## src/rtl/actc_pkg.sv

```systemverilog
// Shared constants, types and helpers of the color text console.
`default_nettype none
package actc_pkg;

  localparam int unsigned MAX_PARAMS  = 5;
  localparam int unsigned PCOUNT_W    = $clog2(MAX_PARAMS + 1);
  localparam logic [7:0]  CELL_WIDTH  = 8'd6;
  localparam logic [7:0]  CELL_HEIGHT = 8'd8;

  localparam logic [7:0] SCREEN_WIDTH_RST  = 8'd160;
  localparam logic [7:0] SCREEN_HEIGHT_RST = 8'd128;

  // Register indexes of the configuration port
  localparam logic CFG_SCREEN_WIDTH  = 1'b0;
  localparam logic CFG_SCREEN_HEIGHT = 1'b1;

  // Character codes
  localparam logic [7:0] CH_NUL    = 8'd0;
  localparam logic [7:0] CH_LF     = 8'd10;
  localparam logic [7:0] CH_ESC    = 8'd27;
  localparam logic [7:0] CH_LBRACK = 8'h5B;
  localparam logic [7:0] CH_SEMI   = 8'h3B;
  localparam logic [7:0] CH_M      = 8'h6D;
  localparam logic [7:0] CH_ZERO   = 8'h30;
  localparam logic [7:0] CH_NINE   = 8'h39;

  // SGR foreground codes: black .. cyan map to color indexes 1 .. 7
  localparam logic [7:0] SGR_FG_BLACK    = 8'd30;
  localparam logic [7:0] SGR_FG_CYAN     = 8'd36;
  localparam logic [2:0] COLOR_IDX_WHITE = 3'd0;

  typedef enum logic [1:0] {
    MODE_IDLE = 2'd0,
    MODE_ESC  = 2'd1,
    MODE_SEQ  = 2'd2
  } mode_e;

  typedef struct packed {
    logic       draw;
    logic [7:0] pos_x;
    logic [7:0] pos_y;
    logic [7:0] glyph;
    logic [2:0] color;
  } draw_cmd_t;

  function automatic logic [2:0] color_of(input logic [7:0] code);
    logic [7:0] diff;
    diff = code - (SGR_FG_BLACK - 8'd1);
    if (code inside {[SGR_FG_BLACK:SGR_FG_CYAN]}) begin
      return diff[2:0];
    end
    return COLOR_IDX_WHITE;
  endfunction

endpackage
`default_nettype wire

```

## src/rtl/actc_in_stage.sv

```systemverilog
// Input register stage of the color text console.
`default_nettype none
module actc_in_stage
  import actc_pkg::*;
(
  input  wire logic       clk_i,
  input  wire logic       rst_ni,
  input  wire logic       in_valid_i,
  output      logic       in_ready_o,
  input  wire logic [7:0] char_code_i,
  input  wire logic       take_i,
  output      logic       held_valid_o,
  output      logic [7:0] held_char_o
);

  logic       valid_q, valid_d;
  logic [7:0] char_q;

  // Free slot, or the held byte leaves in this cycle
  assign in_ready_o = !valid_q || take_i;

  always_comb begin
    valid_d = valid_q;
    if (in_ready_o) begin
      valid_d = in_valid_i;
    end
  end

  always_ff @(posedge clk_i or negedge rst_ni) begin
    if (!rst_ni) begin
      valid_q <= 1'b0;
    end else begin
      valid_q <= valid_d;
    end
  end

  always_ff @(posedge clk_i) begin
    if (in_ready_o && in_valid_i) begin
      char_q <= char_code_i;
    end
  end

  assign held_valid_o = valid_q;
  assign held_char_o  = char_q;

endmodule
`default_nettype wire

```

## src/rtl/actc_engine.sv

```systemverilog
// Escape parser, cursor and color state of the color text console.
`default_nettype none
module actc_engine
  import actc_pkg::*;
(
  input  wire logic       clk_i,
  input  wire logic       rst_ni,
  input  wire logic       cfg_we_i,
  input  wire logic       cfg_index_i,
  input  wire logic [7:0] cfg_wdata_i,
  input  wire logic [7:0] char_i,
  input  wire logic       fire_i,
  output      draw_cmd_t  cmd_o
);

  mode_e                mode_q, mode_d;
  logic [7:0]           pval_q, pval_d;
  logic [PCOUNT_W-1:0]  pcnt_q, pcnt_d;
  logic [2:0]           color_q, color_d;
  logic [7:0]           cur_x_q, cur_x_d;
  logic [7:0]           cur_y_q, cur_y_d;
  logic [7:0]           width_q, height_q;

  logic                is_digit, is_semi, is_m, plain;
  logic                last_sep;
  logic [PCOUNT_W-1:0] pcnt_inc;
  logic [7:0]          step_y, nl_y;
  logic                wrap;
  logic [7:0]          draw_x, draw_y;
  logic [2:0]          plain_color;

  assign is_digit = (char_i inside {[CH_ZERO:CH_NINE]});
  assign is_semi  = (char_i == CH_SEMI);
  assign is_m     = (char_i == CH_M);
  assign pcnt_inc = pcnt_q + PCOUNT_W'(1);
  assign last_sep = (pcnt_inc >= PCOUNT_W'(MAX_PARAMS));

  // Bytes that fall through to normal handling
  always_comb begin
    case (mode_q)
      MODE_ESC: plain = (char_i != CH_LBRACK);
      MODE_SEQ: plain = !(is_digit || is_semi || is_m);
      default:  plain = 1'b1;
    endcase
  end

  // Newline target row, with screen wrap
  assign step_y = cur_y_q + CELL_HEIGHT;
  assign nl_y   = (({1'b0, step_y} + {1'b0, CELL_HEIGHT}) > {1'b0, height_q}) ? 8'd0 : step_y;
  assign wrap   = (({1'b0, cur_x_q} + {1'b0, CELL_WIDTH}) > {1'b0, width_q});
  assign draw_x = wrap ? 8'd0 : cur_x_q;
  assign draw_y = wrap ? nl_y : cur_y_q;
  // An aborted sequence falls back to white before drawing
  assign plain_color = (mode_q == MODE_SEQ) ? COLOR_IDX_WHITE : color_q;

  // Next parse mode
  always_comb begin
    mode_d = mode_q;
    if (plain) begin
      mode_d = (char_i == CH_ESC) ? MODE_ESC : MODE_IDLE;
    end else begin
      case (mode_q)
        MODE_ESC: mode_d = MODE_SEQ;
        MODE_SEQ: begin
          if (is_m || (is_semi && last_sep)) begin
            mode_d = MODE_IDLE;
          end
        end
        default: mode_d = MODE_IDLE;
      endcase
    end
  end

  // Parameters, color, cursor and draw command
  always_comb begin
    pval_d  = pval_q;
    pcnt_d  = pcnt_q;
    color_d = color_q;
    cur_x_d = cur_x_q;
    cur_y_d = cur_y_q;
    cmd_o   = '{draw: 1'b0, pos_x: draw_x, pos_y: draw_y, glyph: char_i, color: plain_color};
    if (plain) begin
      color_d = plain_color;
      case (char_i)
        CH_NUL, CH_ESC: ;
        CH_LF: begin
          cur_x_d = 8'd0;
          cur_y_d = nl_y;
        end
        default: begin
          cmd_o.draw = 1'b1;
          cur_x_d    = draw_x + CELL_WIDTH;
          cur_y_d    = draw_y;
        end
      endcase
    end else if (mode_q == MODE_ESC) begin
      pval_d = 8'd0;
      pcnt_d = '0;
    end else if (is_digit) begin
      pval_d = (pval_q << 3) + (pval_q << 1) + {4'd0, char_i[3:0]};
    end else if (is_semi) begin
      pcnt_d = pcnt_inc;
      if (last_sep) begin
        color_d = color_of(pval_q);
      end else begin
        pval_d = 8'd0;
      end
    end else begin
      color_d = color_of(pval_q);
    end
  end

  always_ff @(posedge clk_i or negedge rst_ni) begin
    if (!rst_ni) begin
      mode_q  <= MODE_IDLE;
      pval_q  <= 8'd0;
      pcnt_q  <= '0;
      color_q <= COLOR_IDX_WHITE;
      cur_x_q <= 8'd0;
      cur_y_q <= 8'd0;
    end else if (fire_i) begin
      mode_q  <= mode_d;
      pval_q  <= pval_d;
      pcnt_q  <= pcnt_d;
      color_q <= color_d;
      cur_x_q <= cur_x_d;
      cur_y_q <= cur_y_d;
    end
  end

  always_ff @(posedge clk_i or negedge rst_ni) begin
    if (!rst_ni) begin
      width_q  <= SCREEN_WIDTH_RST;
      height_q <= SCREEN_HEIGHT_RST;
    end else if (cfg_we_i) begin
      case (cfg_index_i)
        CFG_SCREEN_WIDTH:  width_q  <= cfg_wdata_i;
        CFG_SCREEN_HEIGHT: height_q <= cfg_wdata_i;
        default: ;
      endcase
    end
  end

endmodule
`default_nettype wire

```

## src/rtl/ansi_color_text_console_unit.sv

```systemverilog
// Top level of the color text console: input stage, parser engine, result register.
//
// Usage:
//   Input channel: one character byte per request on char_code_i, taken when
//   in_valid_i and in_ready_o are both high. Byte 0 ends a string, ESC '['
//   opens an SGR color sequence, newline moves to the next text row.
//   Output channel: one draw request (pos_x_o, pos_y_o, glyph_o, color_index_o)
//   per printable byte, taken when out_valid_o and out_ready_i are both high.
//   Configuration: cfg_we_i writes cfg_wdata_i into register cfg_index_i
//   (0 screen_width, 1 screen_height) in the same cycle; write only while idle.
// Timing:
//   A byte lands in the input register at acceptance and is parsed there; its draw
//   request enters the result register when taken. One byte per cycle is sustained
//   unless output stalls, set by the single parse step between the two registers.
// Reset:
//   rst_ni clears the parser, cursor (0,0), color (white) and both valids;
//   screen size returns to 160 x 128.
// Stall:
//   While a draw request waits, bytes that draw nothing keep flowing; the next
//   printable byte holds in the input register until the result slot frees.
`default_nettype none
module ansi_color_text_console_unit
  import actc_pkg::*;
(
  input  wire logic       clk_i,
  input  wire logic       rst_ni,
  input  wire logic       cfg_we_i,
  input  wire logic       cfg_index_i,
  input  wire logic [7:0] cfg_wdata_i,
  input  wire logic       in_valid_i,
  output      logic       in_ready_o,
  input  wire logic [7:0] char_code_i,
  output      logic       out_valid_o,
  input  wire logic       out_ready_i,
  output      logic [7:0] pos_x_o,
  output      logic [7:0] pos_y_o,
  output      logic [7:0] glyph_o,
  output      logic [2:0] color_index_o
);

  logic       held_valid;
  logic [7:0] held_char;
  logic       take;
  draw_cmd_t  cmd;

  logic       out_valid_q, out_valid_d;
  logic [7:0] pos_x_q, pos_y_q, glyph_q;
  logic [2:0] color_q;

  actc_in_stage u_in_stage (
    .clk_i        (clk_i),
    .rst_ni       (rst_ni),
    .in_valid_i   (in_valid_i),
    .in_ready_o   (in_ready_o),
    .char_code_i  (char_code_i),
    .take_i       (take),
    .held_valid_o (held_valid),
    .held_char_o  (held_char)
  );

  actc_engine u_engine (
    .clk_i       (clk_i),
    .rst_ni      (rst_ni),
    .cfg_we_i    (cfg_we_i),
    .cfg_index_i (cfg_index_i),
    .cfg_wdata_i (cfg_wdata_i),
    .char_i      (held_char),
    .fire_i      (take),
    .cmd_o       (cmd)
  );

  // Advance the held byte unless it draws and the result slot stays full
  assign take = held_valid && (!cmd.draw || !out_valid_q || out_ready_i);

  always_comb begin
    out_valid_d = out_valid_q;
    if (take && cmd.draw) begin
      out_valid_d = 1'b1;
    end else if (out_ready_i) begin
      out_valid_d = 1'b0;
    end
  end

  always_ff @(posedge clk_i or negedge rst_ni) begin
    if (!rst_ni) begin
      out_valid_q <= 1'b0;
    end else begin
      out_valid_q <= out_valid_d;
    end
  end

  // Load the payload only with a new draw request
  always_ff @(posedge clk_i) begin
    if (take && cmd.draw) begin
      pos_x_q <= cmd.pos_x;
      pos_y_q <= cmd.pos_y;
      glyph_q <= cmd.glyph;
      color_q <= cmd.color;
    end
  end

  assign out_valid_o   = out_valid_q;
  assign pos_x_o       = pos_x_q;
  assign pos_y_o       = pos_y_q;
  assign glyph_o       = glyph_q;
  assign color_index_o = color_q;

endmodule
`default_nettype wire

```

## config.mk

```make
export PLATFORM = sky130hd
export DESIGN_NAME = ansi_color_text_console_unit
export DESIGN_NICKNAME = d
export VERILOG_FILES = /design/src/rtl/actc_pkg.sv /design/src/rtl/actc_in_stage.sv /design/src/rtl/actc_engine.sv /design/src/rtl/ansi_color_text_console_unit.sv
export SDC_FILE = /design/constraint.sdc
export NUM_CORES = 1
export LEC_CHECK = 0
export ABC_CLOCK_PERIOD_IN_PS = 11000
export BUFFER_PORTS_ARGS = -buffer_cell sky130_fd_sc_hd__buf_2
export CAP_MARGIN = 20
export CORE_ASPECT_RATIO = 1.2
export CORE_UTILIZATION = 40
export DETAILED_ROUTE_END_ITERATION = 8
export PLACE_DENSITY = 0.55
export SLEW_MARGIN = 20
export SYNTH_ARGS = -nofsm -noshare
export SYNTH_HDL_FRONTEND = slang
export SYNTH_SLANG_ARGS = --single-unit
```

## constraint.sdc

```tcl
create_clock -name clk_i -period 11 [get_ports clk_i]
set_clock_uncertainty 0.15 [all_clocks]
set_input_delay 1.65 -clock clk_i [delete_from_list [all_inputs] [get_ports clk_i]]
set_output_delay 1.65 -clock clk_i [all_outputs]
set_load 0.02 [all_outputs]
```

==> key figures, run 1 <==
Routing
  • Post-Route M1 WL: 3800 um
  • Met2 routed WL: 5120 um
  • Iter 0 DRT Violations: 100
  • Antenna violation net count after detailed routing: 0
  • Remaining DRCs: 0
  • Via count: 3,380
  • Top sig layer: met4
  • Via-to-Cell Ratio: 5.23
  • WL final: roughly 9400 um
  • WL/cell: about 15 um
  • Detail Route met3 WL: about 290 um
  • Initial DRT Pass Iterations: 4

Hold path
  • Endpoint, Worst Hold: u_engine.pval_q[7]
  • Worst Hold Class: reg2reg
  • Min-delay src: u_engine.pval_q[7]
  • Hold path depth: 2

Clock tree
  • Clk_lat worst skew: between 0.3 and 0.4 ns
  • Clock buffer count from CTS: 9
  • CTS tree: built
  • H-tree depth: 3
  • Clock-pin slew of the registers on the worst-case setup and hold paths: approximately 0.060 ns
  • Sink Count: between 80 and 90
  • CTS Hold Buffers Added: 0
  • CTS Buffer Depth: 2
  • Root buffer cell: clkbuf_16
  • CTS resizes: 0
  • Post-CTS setup buffer count: 0

Floorplanning
  • Num ports: 51
  • Die Width: between 100 and 150 um
  • Core Rows: between 40 and 50
  • Placeable Area: between 10,000 and 15,000 sq um
  • Full die area: 12,100 sq um
  • Initial core utilization: a little over two fifths
  • Die height: between 100 and 150 um

Yosys
  • Largest family of logic cells by synthesized area: compound AO/OA/AOI/OAI gates
  • EDFF count, synth: 35
  • Netlist cell types: 60
  • Post-synth top flop: dfrtp_1
  • Mapped Cells: between 400 and 500
  • Yosys warning count: 0
  • Post-Synth Simple-Gate Area: 14.0%
  • Mux contribution to synthesized area: approximately 3.4%
  • Largest area contributor in the netlist: dfrtp_1
  • Synth Area in Adders: 10.8%
  • Post-synthesis xor/xnor area fraction: between 3 and 4%
  • Syn Nets: ~500
  • Synthesized area: between 4000 and 5000 sq um
  • Synthesized flop and latch total: 85
  • Top cells by area, synth: dfrtp_1, edfxtp_1, ha_1, inv_1, nand2_1
  • Fraction of the mapped netlist area in compound gates: ~14%
  • Mapped Avg Cell Area: between 10 and 15 sq um
  • Post-synthesis sequential area ratio: roughly half
  • Post-synth top area share: roughly a quarter
  • Asr flop ratio synth: approximately three fifths

Finish
  • Final Core Density: a little under half
  • Layout fillers: ~1.1k
  • Fin nets: between 500 and 600
  • Cell area after layout: roughly 5300 sq um
  • Most frequent cells in the layout: buf_2, dfrtp_1, inv_1, nand2_1, ha_1
  • Commonest non-fill, non-tap cell in the layout: buf_2
  • Layout cells sized above 1: a little under a fifth
  • Antenna cell count: 0
  • Area Overhead vs Synth: 14.8%

Global routing
  • Number of global-route vias before repair: about 3.3k
  • First-pass GRT wire length: between 15,000 and 20,000 um
  • Total GRT Usage: between 10% and 20%
  • GRT overflow: 0
  • Largest net degree at the start of global routing: 51
  • Initial antenna violation count: 0

Setup path
  • Crit path kind: in2out
  • End of the worst register-to-register path: u_engine.cur_x_q[7]
  • Max FO, Critical Path: 5
  • R2R depth: 16
  • Flop2flop setup slack: 7.28 ns
  • Crit start category: input pin
  • CP Capture Type: primary output
  • WP data required: roughly 9.2 ns
  • Arrival time worst endpoint: about 2.9 ns
  • R2R Path Start: u_engine.cur_x_q[1]

Power
  • PwrDens: around 230 nW/um^2
  • Worst vdd ir: a little under 90 uV
  • Total power: 1.22 mW
  • Pleak: 2.34 nW

Run status
  • Outcome: complete, no violations

Flow run
  • MaxCap Viol Count: 0

Timing
  • Worst Max-Slew Pin Slew: ~0.86 ns
  • RSZ-0062 raised after global routing: false
  • Final setup violation count: 0
  • Max Freq: roughly 220 MHz
  • Slew HR: between 40% and 50%
  • Hold Vio Cnt, Final: 0
  • Post-route setup TNS: 0 ns
  • Final cycle utilization of the critical path: between 40% and 50%
  • Minimum clock period: between 4 and 5 ns
  • Final Slew Violations: 0

Placement
  • Placed cell areas: between 5000 and 6000 sq um
  • Input/output buffers: 50
  • Placer Congestion: around 0.83
  • Post-DP HPWL: around 7000 um
power breakdown:
group          total (mW)  switching [mW]  internal (mW)
registers           0.465          0.0516          0.413
clock network       0.293           0.120          0.173
logic               0.466           0.279          0.187
synthesized netlist by cell type, drive strengths merged, types with 9 or more instances:
cell    number
nor2b       11
nand3       12
xnor2       12
o21ai       34
mux2        13
edfxtp      35
nor2        17
o31ai        9
nand2       40
dfrtp       47
and2         9
a21oi       18
inv         40
ha          37
worst max-delay path by stage:
stage | cells after the start | start | end
after floorplan | 3 | out_ready_i | in_ready_o
after global placement | 5 | out_ready_i | in_ready_o
after detailed placement | 5 | out_ready_i | in_ready_o
after CTS | 5 | out_ready_i | in_ready_o
after global routing | 5 | out_ready_i | in_ready_o
final | 5 | out_ready_i | in_ready_o
sequential cells by signal, summed over array words and instances, names as in the netlist:
signal                   count
u_engine.pcnt_q              3
u_engine.pval_q              8
color_index_o                3
u_in_stage.held_valid_o      1
u_in_stage.held_char_o       8
u_engine.mode_q              2
u_engine.color_q             3
out_valid_o                  1
u_engine.cur_y_q             8
u_engine.width_q             8
pos_y_o                      8
u_engine.cur_x_q             8
glyph_o                      8
pos_x_o                      8
u_engine.height_q            8
area by class of cell:
cell class                      instances  area [sq um]  share of cell area, %
Sequential cell                        85          2310                   43.1
Tap cell                              154           193                   3.60
Inverter                               40           150                   2.81
Multi-Input combinational cell        298          2140                   40.1
Clock inverter                          6          53.8                   1.01
Clock buffer                           10           229                   4.28
Timing Repair Buffer                   53           273                   5.10
per-layer routing:
metal | global-route usage, % | up-vias
met1 | 19.0 | 1630
met4 | 7.07 | 0
met3 | 3.47 | 14
met2 | 31.1 | 65
li1 | - | 1671
met5 | 0 | -
through the flow:
| step | hold slack [ns] | instances | setup WS [ns] |
|---|---|---|---|
| finish | 0.330 | 646 | 6.35 |
| global route | 0.375 | 646 | 6.21 |
| CTS | 0.340 | 646 | 6.33 |
| detailed placement | 0.327 | 630 | 6.34 |
| global placement | 0.315 | 630 | 6.35 |
| floorplan | 0.299 | 435 | 6.72 |
cells by family (layout without fill, tap and decap cells):
logic type                 count (synthesis)  in the layout
AOI/OAI and AO/OA                        101            101
xor gates and xnor gates                  18             18
adders and majority gates                 39             39
buffers and inverters                     52            109
DFF                                       85             85
muxes                                     14             14
and+or+nand+nor                          126            126
worst max-delay path: stages:
cell	delay (ns)
buf_2	0.10
nor2b_1	0.26
o21ai_0	0.26
or3_1	0.40
buf_2	0.18
(Power assumes the default switching activity.)
==> inputs of run 2 (changes only) <==
ABC_AREA = 1   (was default)
ABC_CLOCK_PERIOD_IN_PS = 4400   (was 11000)
clock period = 4.4 ns   (was 11 ns; I/O delays follow)
==> key figures, run 2 <==
Run status
  • Outcome: complete, no violations

Clock tree
  • CTS resizes: 0
  • CTS tree: built
  • CTS Buffer Depth: 2
  • Root buffer cell: clkbuf_16
  • Sink Count: 85
  • Clock-pin slew of the registers on the worst-case setup and hold paths: 0.06 ns
  • Post-CTS setup buffer count: 0
  • CTS Hold Buffers Added: 0
  • Clk_lat worst skew: 0.34 ns
  • Clock buffer count from CTS: 9
  • H-tree depth: 3

Setup path
  • Crit start category: flop
  • Arrival time worst endpoint: approximately 3.6 ns
  • Crit-path max cell delay: between 0.3 and 0.4 ns
  • WP data required: 4.47 ns
  • Most used cell, CP: nand2_1
  • Crit path kind: reg2reg
  • Crit-path cells: inv_1 -> ha_1 -> nor2_1 -> nand2_1 -> nor3_1 -> xor2_1 -> ha_1 -> and3_1 -> nand2_1 -> nand2_1 -> nand2_1 -> nand2_1 -> nor2_1 -> inv_1 -> ha_1 -> inv_1 -> nand4_1 -> nor2_1 -> nand3_1 -> nand3_1 -> nand2_1
  • Slowest stage cell on the critical path: dfrtp_1
  • Max FO, Critical Path: 13
  • CP Capture Type: flop

Yosys
  • Syn Nets: roughly 560
  • Post-synth top area share: about 26%
  • Largest area contributor in the netlist: dfrtp_1
  • Most common cell in the netlist: nand2_1
  • Netlist cell types: 42
  • Mapped Cells: 500
  • Asr flop ratio synth: about three fifths
  • EDFF count, synth: 35
  • Yosys warning count: 0
  • Post-synth top cells: nand2_1, inv_1, dfrtp_1
  • Post-synthesis sequential area ratio: between 50% and 60%
  • Post-synth top flop: dfrtp_1
  • Synthesized flop and latch total: 85
  • Mapped Avg Cell Area: about 9 sq um
  • Top cells by area, synth: dfrtp_1, edfxtp_1, ha_1, nand2_1, inv_1
  • Synthesized area: about 4600 sq um

Timing
  • Max Freq: 283 MHz
  • Post-route setup TNS: 0 ns
  • Slew HR: between 50% and 60%
  • Final Slew Violations: 0
  • Final cycle utilization of the critical path: about four fifths
  • Final setup violation count: 0
  • Minimum clock period: 3.54 ns
  • Hold Vio Cnt, Final: 0
  • PnR worst setup slack: between 0.8 and 0.9 ns
  • Final hold slack: around 0.28 ns
  • Worst Max-Slew Pin Slew: between 0.7 and 0.8 ns
  • RSZ-0062 raised after global routing: false

Floorplanning
  • Initial core utilization: around two fifths
  • Die height: ~120 um
  • Die Width: roughly 100 um
  • Num ports: approximately 50
  • Full die area: about 12,000 sq um
  • Core Rows: between 40 and 50
  • Placeable Area: approximately 11,000 sq um

Global routing
  • Largest net degree at the start of global routing: between 50 and 60
  • GRT overflow: 0
  • First-pass GRT wire length: between 15,000 and 20,000 um
  • Total GRT Usage: roughly 16%
  • Initial antenna violation count: 0
  • Number of global-route vias before repair: approximately 3.2k

Placement
  • Input/output buffers: 50
  • Placer Congestion: approximately 0.8
  • Post-DP HPWL: 6670 um
  • Dpl ws: between 0.8 and 0.9 ns

Routing
  • Antenna violation net count after detailed routing: 0
  • WL/cell: 12.4 um
  • Via-to-Cell Ratio: between 4 and 5
  • Remaining DRCs: 0
  • Initial DRT Pass Iterations: 4
  • Via count: between 3k and 4k
  • Iter 0 DRT Violations: 77
  • WL final: 8880 um

Finish
  • Area Overhead vs Synth: 15.0%
  • Fin nets: a little over 600
  • Final Core Density: ~48%
  • Most frequent cells in the layout: nand2_1, inv_1, buf_2
  • Commonest non-fill, non-tap cell in the layout: nand2_1
  • Antenna cell count: 0
  • Layout cells sized above 1: around 15%

Power
  • Total power: 2.88 mW
  • Worst vdd ir: 220 uV
  • PwrDens: about 540 nW/um^2
  • Pleak: around 2.6 nW

Flow run
  • MaxCap Viol Count: 0

Hold path
  • Worst Hold Class: in2async
-- run 2: changes by cell type after synthesis, sizes merged, moves of 5 or more --
cell / change
nor2b: -11
xnor2: -5
o21ai: +12
or3: -6
mux2: -13
nor2: +24
clkbuf: -5
nand2: +71
nand3: +16
and2: -9
o22ai: -6
inv: +41
-- run 2: cell families (layout without fill, tap and decap cells) --
| group | after synthesis | after routing | synth area share, % |
|---|---|---|---|
| flip-flops | 85 | 85 | 50.0 |
| AND/OR/NAND/NOR | 199 | 199 | 19.5 |
| XOR/XNOR | 17 | 17 | 3.23 |
| AO/OA/AOI/OAI | 72 | 72 | 8.60 |
| adder cells (fa/ha/maj) | 39 | 39 | 10.9 |
| buffers and inverters | 88 | 148 | 7.68 |
-- run 2: cell type report --
type / count / area [sq um]
sequential: 85 / 2310
tap: 154 / 193
multi-input combinational: 327 / 1950
clock inverter: 6 / 62.6
fill: 1128 / 5840
timing repair buffer: 51 / 258
inverter: 81 / 304
clock buffer: 10 / 229
-- run 2: worst max-delay path, delay by kind of cell (launching register included) --
family                     cells  cell delay (ns)
and+or+nand+nor               14             1.84
adders and majority gates      3             0.69
DFF                            1             0.34
buffers and inverters          3             0.20
xor gates and xnor gates       1             0.18
-- run 2: metrics by stage --
stage          instances  area, sq um
3_5_place_dp         698         5010
3_3_place_gp         698         5010
6_report             714         5300
4_1_cts              714         5300
2_1_floorplan        500         4610
5_1_grt              714         5300
-- run 2: metal layers --
| layer | part of all wire [%] | wire length (um) | track usage (%) | vias up |
|---|---|---|---|---|
| li1 | - | - | - | 1743 |
| met3 | 3.1 | 279 | 4.37 | 9 |
| met2 | 51 | 4530 | 28.6 | 43 |
| met5 | 0 | 0 | 0 | - |
| met1 | 45 | 3950 | 19.5 | 1523 |
| met4 | 1.3 | 113 | 6.07 | 0 |
-- run 2: report_power, final --
group | internal, mW | switching [mW]
sequential | 1.03 | 0.0882
combinational | 0.350 | 0.663
clock | 0.440 | 0.308
total | 1.82 | 1.06
-- run 2: final timing paths --
check	cells past startpoint	startpoint	slack [ns]	endpoint
max	21	u_engine.cur_x_q[1]	0.86	u_engine.cur_x_q[7]
min in group clk_i	2	u_engine.width_q[1]	0.34	u_engine.width_q[1]
max reg2reg	21	u_engine.cur_x_q[1]	0.86	u_engine.cur_x_q[7]
min	2	rst_ni	0.28	u_engine.cur_y_q[6]
min reg2reg	2	u_engine.width_q[1]	0.34	u_engine.width_q[1]
max in group asynchronous	2	rst_ni	3.38	u_engine.width_q[1]
==> inputs of run 3 (changes only) <==
ABC_CLOCK_PERIOD_IN_PS = 3100   (was 4400)
PLACE_DENSITY = 0.57   (was 0.55)
clock period = 3.1 ns   (was 4.4 ns; I/O delays follow)
==> key figures, run 3 (synthesis results as in run 2) <==
Clock tree
  • H-tree depth: 3
  • Root buffer cell: clkbuf_16
  • Sink Count: 85
  • Clk_lat worst skew: ~0.35 ns
  • Clock-pin slew of the registers on the worst-case setup and hold paths: about 0.070 ns
  • CTS tree: built
  • Clock buffer count from CTS: 9
  • CTS Buffer Depth: 2

Hold path
  • Hold path depth: 1
  • Min-delay src: char_code_i[2]
  • Endpoint, Worst Hold: u_in_stage.held_char_o[2]
  • Worst Hold Class: in2reg

Floorplanning
  • Initial core utilization: approximately 41%
  • Num ports: 51
  • Die height: 120 um
  • Placeable Area: 11,100 sq um
  • Die Width: around 100 um
  • Core Rows: 42
  • Full die area: between 10,000 and 15,000 sq um

Global routing
  • Total GRT Usage: between 15 and 20%
  • GRT overflow: 0
  • Initial antenna violation count: 0
  • First-pass GRT wire length: between 15,000 and 20,000 um
  • Number of global-route vias before repair: roughly 3.4k
  • Largest net degree at the start of global routing: 24

Setup path
  • R2R Path Start: u_engine.cur_x_q[2]
  • Flop2flop setup slack: between 0.1 and 0.15 ns
  • R2R depth: 23
  • Arrival time worst endpoint: roughly 3.1 ns
  • CP Capture Type: flop
  • Slowest stage cell on the critical path: dfrtp_1
  • Crit-path max cell delay: ~0.37 ns
  • Most used cell, CP: nand2_1
  • Crit path kind: reg2reg
  • Crit start category: flop
  • End of the worst register-to-register path: u_engine.cur_x_q[7]
  • WP data required: approximately 3.2 ns
  • Max FO, Critical Path: 4
  • Crit-path cells: inv_2 -> ha_4 -> nor2_2 -> nand2_1 -> buf_4 -> xor2_1 -> inv_1 -> ha_1 -> and3_4 -> nand2_2 -> nand2_2 -> nand2_2 -> nand2_4 -> nor2_4 -> inv_2 -> ha_4 -> inv_2 -> nand4_1 -> nor2_2 -> nand2_1 -> nand2_1 -> nand3_1 -> nand2_1

Routing
  • Iter 0 DRT Violations: ~130
  • Via-to-Cell Ratio: 4.77
  • Remaining DRCs: 0
  • WL final: 9260 um
  • WL/cell: about 13 um
  • Via count: approximately 3.5k
  • Antenna violation net count after detailed routing: 0
  • Initial DRT Pass Iterations: 4

Timing
  • Final Slew Violations: 0
  • Max Freq: 335 MHz
  • PnR worst setup slack: between 0.1 and 0.15 ns
  • Hold Vio Cnt, Final: 0
  • Final cycle utilization of the critical path: a little over nine tenths
  • Worst Max-Slew Pin Slew: about 0.5 ns
  • RSZ-0062 raised after global routing: true
  • Slew HR: around two thirds
  • Minimum clock period: 2.98 ns
  • Final setup violation count: 0
  • Post-route setup TNS: 0 ns

Power
  • Worst vdd ir: between 200 and 300 uV
  • PwrDens: ~800 nW/um^2
  • Pleak: roughly 2.7 nW

Placement
  • Dpl cells: 703
  • Placed cell areas: 5060 sq um
  • Dpl ws: -0.00847 ns
  • Placer Congestion: 0.835
  • Post-DP HPWL: 6960 um
  • Input/output buffers: 50

Finish
  • Cell area after layout: between 5000 and 6000 sq um
  • Most frequent cells in the layout: nand2_1, inv_1, buf_2
  • Non-filler instance count after layout: 728
  • Final Core Density: 49.5%
  • Antenna cell count: 0
  • Layout cells sized above 1: between 20% and 30%
  • Area Overhead vs Synth: 19.6%
  • Fin nets: between 600 and 700
  • Commonest non-fill, non-tap cell in the layout: nand2_1

Flow run
  • MaxCap Viol Count: 0

Run status
  • Outcome: complete, no violations
## run 3: changes by cell type in the layout (fill, tap and decap cells not counted), sizes merged
| cell | delta |
|---|---|
| buf | +13 |
| bufinv | -1 |
| clkbuf | -1 |
| clkinv | -3 |
| dlygate4sd3 | +1 |
| inv | +5 |
## run 3: how the worst max path moves through the flow
stage                                to           startpoint  slack (ns)  cells after the start
finish              u_engine.cur_x_q[7]  u_engine.cur_x_q[2]        0.12                     23
global route        u_engine.cur_x_q[7]  u_engine.cur_x_q[2]       -0.08                     23
detailed placement  u_engine.cur_x_q[7]  u_engine.cur_x_q[2]      -0.008                     21
floorplan           u_engine.cur_x_q[7]  u_engine.cur_x_q[1]        0.02                     22
CTS                 u_engine.cur_x_q[7]  u_engine.cur_x_q[2]       0.003                     21
global placement    u_engine.cur_x_q[7]  u_engine.cur_x_q[2]        0.08                     21
## run 3: layout make-up
type	count	area (sq um)
Multi-Input combinational cell	327	2050
Inverter	81	304
Clock inverter	7	62.6
Clock buffer	9	225
Tap cell	154	193
Sequential cell	85	2310
Timing Repair Buffer	65	378
Fill cell	1089	5630
## run 3: stage by stage
stage	hold slack (ns)	power [mW]
2_1_floorplan	0.0194	2.71
3_5_place_dp	0.272	3.12
6_report	0.139	4.39
5_1_grt	0.132	4.73
4_1_cts	0.130	4.26
3_3_place_gp	0.276	3.10
## run 3: metal layers
metal,GRT usage [%],up-vias,routed length (um)
li1,-,1784,-
met1,19.8,1627,4140
met2,29.8,47,4710
met3,2.45,14,214
met4,7.88,0,194
met5,0,-,0
## run 3: where the power goes
| part | switching, mW | total (mW) | internal [mW] |
|---|---|---|---|
| combinational | 1.06 | 1.74 | 0.681 |
| clock | 0.486 | 1.05 | 0.564 |
| sequential | 0.134 | 1.60 | 1.47 |
## run 3: worst max-delay path, delay by kind of cell, from the launching register on
family	cells	cell delay, ns
simple gates	14	1.28
fa+ha+maj	3	0.60
flops	1	0.37
buf+inv	5	0.36
xor+xnor	1	0.13
## run 3: timing repair
action,in CTS,in global routing
hold buffers,1,0
setup endpoints to repair,1,9
pin swaps,6,21
resized for setup,5,22
buffers inserted,4,4
endpoints found under the hold margin,15,0
